`config.mk`:
```
export PLATFORM = sky130hd
export DESIGN_NAME = continued_fraction_expander_top
export DESIGN_NICKNAME = d
export VERILOG_FILES = /design/src/rtl/cfe_pkg.sv /design/src/rtl/cfe_div.sv /design/src/rtl/continued_fraction_expander_top.sv
export VERILOG_INCLUDE_DIRS = /design/src /design/src/rtl
export SDC_FILE = /design/constraint.sdc
export NUM_CORES = 1
export LEC_CHECK = 0
export ABC_AREA = 1
export BUFFER_PORTS_ARGS = -buffer_cell sky130_fd_sc_hd__buf_2
export CAP_MARGIN = 10
export CORE_ASPECT_RATIO = 0.8
export CORE_MARGIN = 1.5
export CORE_UTILIZATION = 55
export CTS_BUF_LIST = sky130_fd_sc_hd__clkbuf_16
export DETAILED_ROUTE_END_ITERATION = 12
export PLACE_DENSITY = 0.77
export SLEW_MARGIN = 20
export SYNTH_ARGS = -nofsm -noshare
export SYNTH_HDL_FRONTEND = slang
export SYNTH_HIERARCHICAL = 1
export SYNTH_SLANG_ARGS = --single-unit
```
`constraint.sdc`:
```
create_clock -name clk -period 3.5 [get_ports clk]
set_input_delay 0.175 -clock clk [delete_from_list [all_inputs] [get_ports clk]]
set_output_delay 0.175 -clock clk [all_outputs]
set_load 0.05 [all_outputs]
```
`src/rtl/continued_fraction_expander_top_assert.svh`:
```
// ----------------------------------------------------------------------------
// Continued fraction expander assertion macros
// Implication checks on the block clock, gated off during reset.
// ----------------------------------------------------------------------------
`ifndef CONTINUED_FRACTION_EXPANDER_TOP_ASSERT_SVH
`define CONTINUED_FRACTION_EXPANDER_TOP_ASSERT_SVH

`ifndef NO_ASSERTIONS
`define CFE_ASSERT_SAME(label, clk, rst, ante, cons) \
  label: assert property (@(posedge clk) disable iff (rst) (ante) |-> (cons)) \
    else $error("cfe assertion failed");
`define CFE_ASSERT_NEXT(label, clk, rst, ante, cons) \
  label: assert property (@(posedge clk) disable iff (rst) (ante) |=> (cons)) \
    else $error("cfe assertion failed");
`else
`define CFE_ASSERT_SAME(label, clk, rst, ante, cons)
`define CFE_ASSERT_NEXT(label, clk, rst, ante, cons)
`endif

`endif

```
`src/rtl/cfe_pkg.sv`:
```
// ----------------------------------------------------------------------------
// Continued fraction expander package
// Widths, limits, status codes and item types shared by the block.
// ----------------------------------------------------------------------------
`timescale 1ns / 1ps
`default_nettype none

package cfe_pkg;

  localparam int FIELD_W   = 32;
  localparam int WIDTH     = 32;
  localparam int STATUS_W  = 2;
  localparam int MAX_TERMS = 47;
  localparam int BIT_CNT_W  = (WIDTH > 1) ? $clog2(WIDTH) : 1;
  localparam int TERM_CNT_W = $clog2(MAX_TERMS);

  localparam logic [STATUS_W-1:0] ST_OK       = 2'd0;
  localparam logic [STATUS_W-1:0] ST_EMPTY    = 2'd1;
  localparam logic [STATUS_W-1:0] ST_ZERO_DEN = 2'd2;

  typedef struct packed {
    logic [FIELD_W-1:0] numerator;
    logic [FIELD_W-1:0] denominator;
  } cfe_in_t;

  typedef struct packed {
    logic [FIELD_W-1:0]  term;
    logic [STATUS_W-1:0] status;
    logic                last;
  } cfe_out_t;

endpackage

`default_nettype wire

```
`src/rtl/cfe_div.sv`:
```
// ----------------------------------------------------------------------------
// Continued fraction expander divider
// Restoring shift-subtract divider, one quotient bit per cycle.
// ----------------------------------------------------------------------------
`timescale 1ns / 1ps
`default_nettype none

module cfe_div
  import cfe_pkg::*;
(
  input  wire logic             clk,
  input  wire logic             rst,
  input  wire logic             start,
  input  wire logic [WIDTH-1:0] dividend,
  input  wire logic [WIDTH-1:0] divisor,
  output logic                  done,
  output logic [WIDTH-1:0]      quotient,
  output logic [WIDTH-1:0]      remainder
);

  logic                 busy;
  logic [BIT_CNT_W-1:0] cnt;
  logic [WIDTH-1:0]     qsh;
  logic [WIDTH-1:0]     rem;
  logic [WIDTH-1:0]     dvs;
  logic [WIDTH:0]       rem_sh;
  logic [WIDTH:0]       diff;
  logic                 qbit;

  always_comb begin
    rem_sh = {rem, qsh[WIDTH-1]};
    diff   = rem_sh - {1'b0, dvs};
    qbit   = ~diff[WIDTH];
  end

  always_ff @(posedge clk) begin
    if (rst) begin
      busy <= 1'b0;
      done <= 1'b0;
      cnt  <= '0;
    end else begin
      done <= 1'b0;
      if (start) begin
        busy <= 1'b1;
        cnt  <= BIT_CNT_W'(WIDTH - 1);
      end else if (busy) begin
        cnt <= cnt - 1'b1;
        if (cnt == '0) begin
          busy <= 1'b0;
          done <= 1'b1;
        end
      end
    end
  end

  always_ff @(posedge clk) begin
    if (start) begin
      qsh <= dividend;
      rem <= '0;
      dvs <= divisor;
    end else if (busy) begin
      qsh <= {qsh[WIDTH-2:0], qbit};
      rem <= qbit ? diff[WIDTH-1:0] : rem_sh[WIDTH-1:0];
    end
  end

  assign quotient  = qsh;
  assign remainder = rem;

endmodule

`default_nettype wire

```
`src/rtl/continued_fraction_expander_top.sv`:
```
// ----------------------------------------------------------------------------
// Continued fraction expander top level
// Expands numerator/denominator into partial quotients by Euclid's algorithm.
// ----------------------------------------------------------------------------
// Each term comes from the bit-serial divider, awaited in the S_DIV state.
// An item yields up to 47 terms.
// Zero denominator or numerator below denominator: one result, in the cycle after acceptance.
// A result waits in the output register; the next term starts once it is taken.
// Reset (rst, synchronous) returns the sequencer to idle and drops any item.
`timescale 1ns / 1ps
`default_nettype none
`include "continued_fraction_expander_top_assert.svh"

module continued_fraction_expander_top
  import cfe_pkg::*;
(
  input  wire logic     clk,
  input  wire logic     rst,
  input  wire logic     frac_valid,
  output logic          frac_stall,
  input  wire cfe_in_t  frac,
  output logic          term_valid,
  input  wire logic     term_stall,
  output cfe_out_t      result
);

  localparam logic [1:0] S_IDLE = 2'd0;
  localparam logic [1:0] S_DIV  = 2'd1;
  localparam logic [1:0] S_EMIT = 2'd2;

  logic [1:0]            state;
  logic [WIDTH-1:0]      n_reg;
  logic [WIDTH-1:0]      d_reg;
  logic [TERM_CNT_W-1:0] term_cnt;

  logic [WIDTH-1:0] in_n;
  logic [WIDTH-1:0] in_d;
  logic             frac_acc;
  logic             term_acc;
  logic             div_start;
  logic [WIDTH-1:0] div_n;
  logic [WIDTH-1:0] div_d;
  logic             div_done;
  logic [WIDTH-1:0] div_q;
  logic [WIDTH-1:0] div_r;
  logic             final_term;

  assign in_n       = frac.numerator[WIDTH-1:0];
  assign in_d       = frac.denominator[WIDTH-1:0];
  assign frac_stall = (state != S_IDLE);
  assign term_valid = (state == S_EMIT);
  assign frac_acc   = frac_valid && !frac_stall;
  assign term_acc   = term_valid && !term_stall;
  assign final_term = (div_r == '0) || (term_cnt == TERM_CNT_W'(MAX_TERMS - 1));

  always_comb begin
    div_start = 1'b0;
    div_n     = n_reg;
    div_d     = d_reg;
    if (state == S_IDLE) begin
      div_n     = in_n;
      div_d     = in_d;
      div_start = frac_acc && (in_d != '0) && !(in_n < in_d);
    end else if (state == S_EMIT) begin
      div_start = term_acc && !result.last;
    end
  end

  cfe_div u_div (
    .clk       (clk),
    .rst       (rst),
    .start     (div_start),
    .dividend  (div_n),
    .divisor   (div_d),
    .done      (div_done),
    .quotient  (div_q),
    .remainder (div_r)
  );

  always_ff @(posedge clk) begin
    if (rst) begin
      state    <= S_IDLE;
      term_cnt <= '0;
    end else begin
      unique case (state)
        S_IDLE: begin
          if (frac_acc) begin
            term_cnt <= '0;
            state    <= div_start ? S_DIV : S_EMIT;
          end
        end
        S_DIV: begin
          if (div_done) begin
            state <= S_EMIT;
          end
        end
        S_EMIT: begin
          if (term_acc) begin
            term_cnt <= term_cnt + 1'b1;
            state    <= result.last ? S_IDLE : S_DIV;
          end
        end
        default: begin
          state <= S_IDLE;
        end
      endcase
    end
  end

  always_ff @(posedge clk) begin
    if (state == S_IDLE && frac_acc) begin
      n_reg <= in_n;
      d_reg <= in_d;
      result.term <= '0;
      result.last <= 1'b1;
      result.status <= (in_d == '0) ? ST_ZERO_DEN : ST_EMPTY;
    end else if (state == S_DIV && div_done) begin
      n_reg <= d_reg;
      d_reg <= div_r;
      result.term   <= FIELD_W'(div_q);
      result.status <= ST_OK;
      result.last   <= final_term;
    end
  end

  `CFE_ASSERT_SAME(a_err_shape, clk, rst, term_valid && (result.status != ST_OK),
                   (result.term == '0) && result.last)
  `CFE_ASSERT_SAME(a_done_in_div, clk, rst, div_done, state == S_DIV)
  `CFE_ASSERT_NEXT(a_accept_blocks, clk, rst, frac_acc, frac_stall)
  `CFE_ASSERT_SAME(a_cap_last, clk, rst,
                   term_valid && (term_cnt == TERM_CNT_W'(MAX_TERMS - 1)), result.last)

endmodule

`default_nettype wire

```
==> flow_summary.yaml, run 1 <==
die:
  initial_core_util: 0.563
  fp.dieW_um: 173
  row_count: 49
  core_area_mm2: 0.0226
  die_y_um: 139
  io_pins: 105
  die_area_mm2: 0.0240
pwr:
  p_leak_nw: 7.06
  clockPowerShare: 0.349
  p_seq_frac: 0.469
  swShare: 0.293
  comb_power_share: 0.183
  vdd_drop_max_v: 0.000335
  p_per_area_mw_per_mm2: 460
  power.switching_mw: 1.90
  p_int_mw: 4.59
timing:
  slew_headroom: 0.302
  fin_skew_ps: 10.6
  fin_tns_setup_ps: 0
  rsz0062_at_grt: "false"
  fmax_mhz: 339
  tightest_slew_ps: 1040
  slew_violations: 0
  setup_viol_count_final: 0
  timing.final.ws_setup_ps: 548
  hold_viol: 0
  min_period_ps: 2950
  finalCritPeriodShare: 0.844
final_layout:
  antenna_cells: 0
  nNetsFinal: 1926
  syn_to_final_growth_pct: 11.1
  drive_gt1_frac: 0.106
  nFillCells: 2018
  largest_reg_flops: 35
  fin_area_mm2: 0.0141
  regMostFlops: "result"
yosys:
  synth_edf_count: 130
  synth_cell_types: 49
  syn_avg_cell_area_um2: 7.45
  netlist.top_cell.by_area: "edfxtp_1"
  synthCells: 1704
  ys.flop_type: "edfxtp_1"
  netlist.area_leader.share: 0.307
  synthesis.nets: 1840
  async_flop_share: 0
  synthTopCellsByArea: "edfxtp_1 31%, nand2_1 19%, dfxtp_1 13%, inv_1 8.3%, ha_1 6.6%"
  ys_seq_area_frac: 0.433
  syn_area_mm2: 0.0127
  synth_warnings: 6
  synth-seq-cells: 210
placement:
  dpl_worst_slack_ps: 572
  hpwl_mm: 24.9
  routabilityCongestion: 0.915
  place_area_mm2: 0.0134
  io_buffers: 104
grt:
  grt_pass1_vias: 10575
  antenna_found_initial: 0
  grt_pass1_wl_mm: 53.8
  grt_max_degree: 70
  grt_usage: 0.275
  overflow: 0
hold_path:
  hold_class: "primary input to flop"
flow_run:
  max_cap_violations: 0
critical_path:
  crit_type: "flop to flop"
  worstPathArrival_ps: 3170
  end_kind: "flop"
  worstSetupStartpointType: "flop"
  crit_required_ps: 3720
  path_max_fanout: 33
clock_tree:
  ctsHoldBuffers: 0
  clock_path_buffers: 3
  cts_tree: "built"
  h-tree-depth: 1
  clk_latency_ps: 500
  clockRootBuffer: "clkbuf_16"
  ctsResizeCount: 0
  numCtsBuffers: 21
  path_clk_slew_ps: 60
  post_cts_buffers: 0
  cts_sinks: 210
drt:
  firstDrtPassIters: 5
  avgViaCountPerCell: 5.35
  drt-total-wl_mm: 33.3
  wire_per_inst_um: 15.8
  vias: 11280
  drt_iter0_drc: 1332
  route.detailed.drc: 0
  antenna_left: 0
run_status:
  outcome: "complete, no violations"
==> final timing paths <==
path	slack, ps	startpoint	cells past startpoint	to
hold reg to reg	470	result[24]	1	result[24]
setup / recovery	550	u_div/quotient[31]	15	u_div/quotient[0]
hold / removal	40	frac[63]	3	n_reg[31]
setup reg to reg	550	u_div/quotient[31]	15	u_div/quotient[0]
==> final cells by class <==
cell class	count	area [um^2]	area share
clock inverters	16	156	0.0111
inverters	296	1110	0.0788
multi-input cells	1147	5810	0.411
repair buffers	114	621	0.0440
clock buffers	21	526	0.0372
well taps	306	383	0.0271
flip-flops and latches	210	5510	0.390
==> cells by family after synthesis <==
kind of cell,count (synthesis),share of synthesized area
compound gates,224,0.100
flops,210,0.433
buf+inv,347,0.110
simple gates,840,0.278
xor+xnor,15,0.0103
fa+ha+maj,68,0.0676
==> stage by stage <==
stage	hold slack (ps)	instances	total power, mW	utilization
global placement	453	2073	4.22	0.595
finish	35.2	2110	6.49	0.625
floorplan	244	1704	3.89	-
CTS	18.2	2110	6.50	0.625
detailed placement	449	2073	4.25	0.595
global route	32.6	2110	6.76	0.625
==> cells in the final DEF (no fill, tap or decap), types with 3 or more instances in the layout <==
cell type	instances
and2_1	6
nor2_1	59
buf_2	104
buf_4	8
nor4_1	16
dfxtp_1	80
nand4_1	16
clkinv_2	5
nor2_2	9
nor3_1	9
a22o_1	32
nand2_4	5
o21ai_1	76
nand3_1	69
ha_1	67
o21bai_1	3
inv_1	284
nand2_2	9
xnor2_1	13
nand2_1	628
bufinv_16	3
edfxtp_1	130
clkbuf_16	21
a21oi_1	36
inv_2	11
clkinv_1	6
o21ai_0	67
==> worst max-delay path, stage by stage, from the launching register on <==
cell,delay (ps)
edfxtp_1,420
inv_1,100
ha_1,250
fa_1,390
inv_1,100
nand2_1,70
nand2_1,120
nand3_1,90
nand2_1,170
nand2_1,90
nand2_2,120
nand2_4,90
nand2_4,80
nand2_2,70
nand2_4,320
o21ai_0,170
==> synth_stat cells, types with 2 or more instances <==
cell type    n
nand2_1    630
inv_1      282
edfxtp_1   130
dfxtp_1     80
o21ai_1     76
nand3_1     69
ha_1        67
o21ai_0     67
nor2_1      61
a21oi_1     36
a22o_1      32
clkbuf_1    23
nand4_1     16
nor4_1      16
buf_2       15
xnor2_1     13
inv_2       12
nor3_1       9
buf_4        8
nand2_2      7
nor2_2       7
and2_1       6
nand2_4      5
buf_6        3
o21bai_1     3
a2bb2oi_1    2
a31oi_1      2
and3_1       2
clkinv_1     2
nand3b_1     2
nor3b_2      2
xor2_1       2
==> power groups by stage <==
| stage | registers [mW] | logic, mW | clock network (mW) |
|---|---|---|---|
| floorplan | 3.08 | 0.814 | 0 |
| global placement | 3.09 | 1.13 | 0 |
| detailed placement | 3.09 | 1.16 | 0 |
| CTS | 3.04 | 1.17 | 2.29 |
| global route | 3.06 | 1.33 | 2.37 |
| finish | 3.04 | 1.19 | 2.26 |
==> layer usage <==
layer | up-vias | routed length (um) | part of all wire | global-route usage
li1 | 5600 | - | - | -
met1 | 5145 | 15200 | 0.46 | 0.400
met2 | 462 | 14800 | 0.45 | 0.435
met3 | 73 | 2400 | 0.072 | 0.0329
met4 | 0 | 837 | 0.025 | 0.0783
met5 | - | 0 | 0 | 0
(Power assumes the default switching activity.)
==> inputs of run 2 (changes only) <==
--- a/config.mk
+++ b/config.mk
@@ -11,10 +11,10 @@
 export CAP_MARGIN = 10
 export CORE_ASPECT_RATIO = 0.8
 export CORE_MARGIN = 1.5
-export CORE_UTILIZATION = 55
+export CORE_UTILIZATION = 61
 export CTS_BUF_LIST = sky130_fd_sc_hd__clkbuf_16
 export DETAILED_ROUTE_END_ITERATION = 12
-export PLACE_DENSITY = 0.77
+export PLACE_DENSITY = 0.81
 export SLEW_MARGIN = 20
 export SYNTH_ARGS = -nofsm -noshare
 export SYNTH_HDL_FRONTEND = slang
==> constraint.sdc (replaced) <==
create_clock -name clk -period 2.82 [get_ports clk]
set_input_delay 0.141 -clock clk [delete_from_list [all_inputs] [get_ports clk]]
set_output_delay 0.141 -clock clk [all_outputs]
set_load 0.05 [all_outputs]
==> flow_summary.yaml, run 2 (synthesis gave the netlist of run 1 again) <==
die:
  core_area_mm2: 0.0205
  io_pins: 105
  initial_core_util: 0.619
  die_y_um: 132
  row_count: 47
  die_area_mm2: 0.0217
  fp.dieW_um: 164
timing:
  slew_headroom: 0.545
  fin_tns_setup_ps: 0
  fmax_mhz: 395
  holdWs_ps: 8.53
  rsz0062_at_grt: "false"
  fin_skew_ps: 14.0
  hold_viol: 0
  timing.final.ws_setup_ps: 289
  tightest_slew_ps: 683
  setup_viol_count_final: 0
  slew_violations: 0
  min_period_ps: 2530
  finalCritPeriodShare: 0.898
critical_path:
  crit_required_ps: 3050
  reg2reg_depth: 15
  crit_type: "flop to flop"
  path_max_fanout: 33
  end_kind: "flop"
  worstSetupStartpointType: "flop"
  worstPathArrival_ps: 2760
placement:
  hpwl_mm: 25.4
  dpl_worst_slack_ps: 209
  io_buffers: 104
  routabilityCongestion: 0.945
clock_tree:
  cts_tree: "built"
  cts_sinks: 210
  numCtsBuffers: 20
  clock_path_buffers: 3
  clockRootBuffer: "clkbuf_16"
  post_cts_buffers: 0
  clk_latency_ps: 500
  h-tree-depth: 1
  path_clk_slew_ps: 70
drt:
  antenna_left: 0
  drt_iter0_drc: 1132
  route.detailed.drc: 0
  drt-total-wl_mm: 34.3
  avgViaCountPerCell: 5.48
  firstDrtPassIters: 5
  wire_per_inst_um: 16.4
  vias: 11432
final_layout:
  antenna_cells: 0
  regMostFlops: "result"
  multiInputGateArea_mm2: 0.00582
  largest_reg_flops: 35
  utilization: 0.689
  nNetsFinal: 1938
  drive_gt1_frac: 0.112
  nFillCells: 1735
  final_common_cell: "nand2_1"
  syn_to_final_growth_pct: 11.3
  area.sequential_mm2: 0.00551
  final_cell_mix: "628 x nand2_1, 285 x inv_1, 130 x edfxtp_1, 104 x buf_2, 80 x dfxtp_1"
pwr:
  power.switching_mw: 2.38
  swShare: 0.302
  p_per_area_mw_per_mm2: 557
  vdd_drop_max_v: 0.000601
  comb_power_share: 0.191
  p_leak_nw: 7.12
  p_seq_frac: 0.479
  clockPowerShare: 0.330
  totalPowerFinal_mw: 7.88
  p_int_mw: 5.50
hold_path:
  hold_class: "primary input to flop"
  hold_depth: 3
flow_run:
  max_cap_violations: 0
grt:
  overflow: 0
  grt_max_degree: 67
  grt_pass1_wl_mm: 53.8
  antenna_found_initial: 0
  grt_pass1_vias: 10590
  grt_usage: 0.315
run_status:
  outcome: "complete, no violations"
run 2: cell count changes in the layout (fill, tap and decap cells not counted), sizes merged:
cell / before / now
clkinvlp: 2 / 3
clkinv: 11 / 7
clkbuf: 21 / 22
buf: 114 / 126
bufinv: 3 / 0
dlygate4sd3: 0 / 1
inv: 296 / 300
run 2: stage by stage:
step | std cells | instance area (um^2)
floorplan | 1704 | 12700
global placement | 2048 | 13500
detailed placement | 2048 | 13500
CTS | 2085 | 14100
global route | 2085 | 14100
finish | 2085 | 14100
run 2: path summary, 6_finish.rpt:
check	start	end	slack, ps
max	u_div/quotient[31]	u_div/quotient[0]	290
min	frac[53]	n_reg[21]	9
max reg2reg	u_div/quotient[31]	u_div/quotient[0]	290
min reg2reg	result[5]	result[5]	470
run 2: what timing repair did:
item	in CTS	in global routing
hold endpoints to repair	4	0
hold buffers	1	0
setup endpoints to repair	0	25
resized for setup	0	1
run 2: area by class of cell:
type,count,share of cell area
clock inverter,14,0.00531
inverter,296,0.0789
clock buffer,22,0.0389
tap,269,0.0238
sequential,210,0.389
multi-input combinational,1147,0.412
timing repair buffer,127,0.0519
run 2: critical path, stage by stage (launching register included):
cell and delay [ps]:
edfxtp_1 340, inv_1 60, ha_1 220, fa_1 400
inv_1 110, nand2_1 80, nand2_1 110, nand3_1 80
nand2_1 100, nand2_1 70, nand2_2 100, nand2_4 80
nand2_4 80, nand2_2 80, nand2_8 220, o21ai_0 110
run 2: power by group through the flow:
stage / registers (mW) / logic (mW) / clock network [mW]
6_report: 3.77 / 1.51 / 2.60
5_1_grt: 3.79 / 1.67 / 2.72
4_1_cts: 3.77 / 1.49 / 2.62
3_5_place_dp: 3.83 / 1.47 / 0
3_3_place_gp: 3.82 / 1.43 / 0
2_1_floorplan: 3.82 / 1.01 / 0
run 2: per-layer routing:
metal	up-vias	track usage	routed length, um
li1	5636	-	-
met1	5263	0.426	14900
met2	462	0.514	15800
met3	71	0.0560	2620
met4	0	0.0975	940
met5	-	0	0
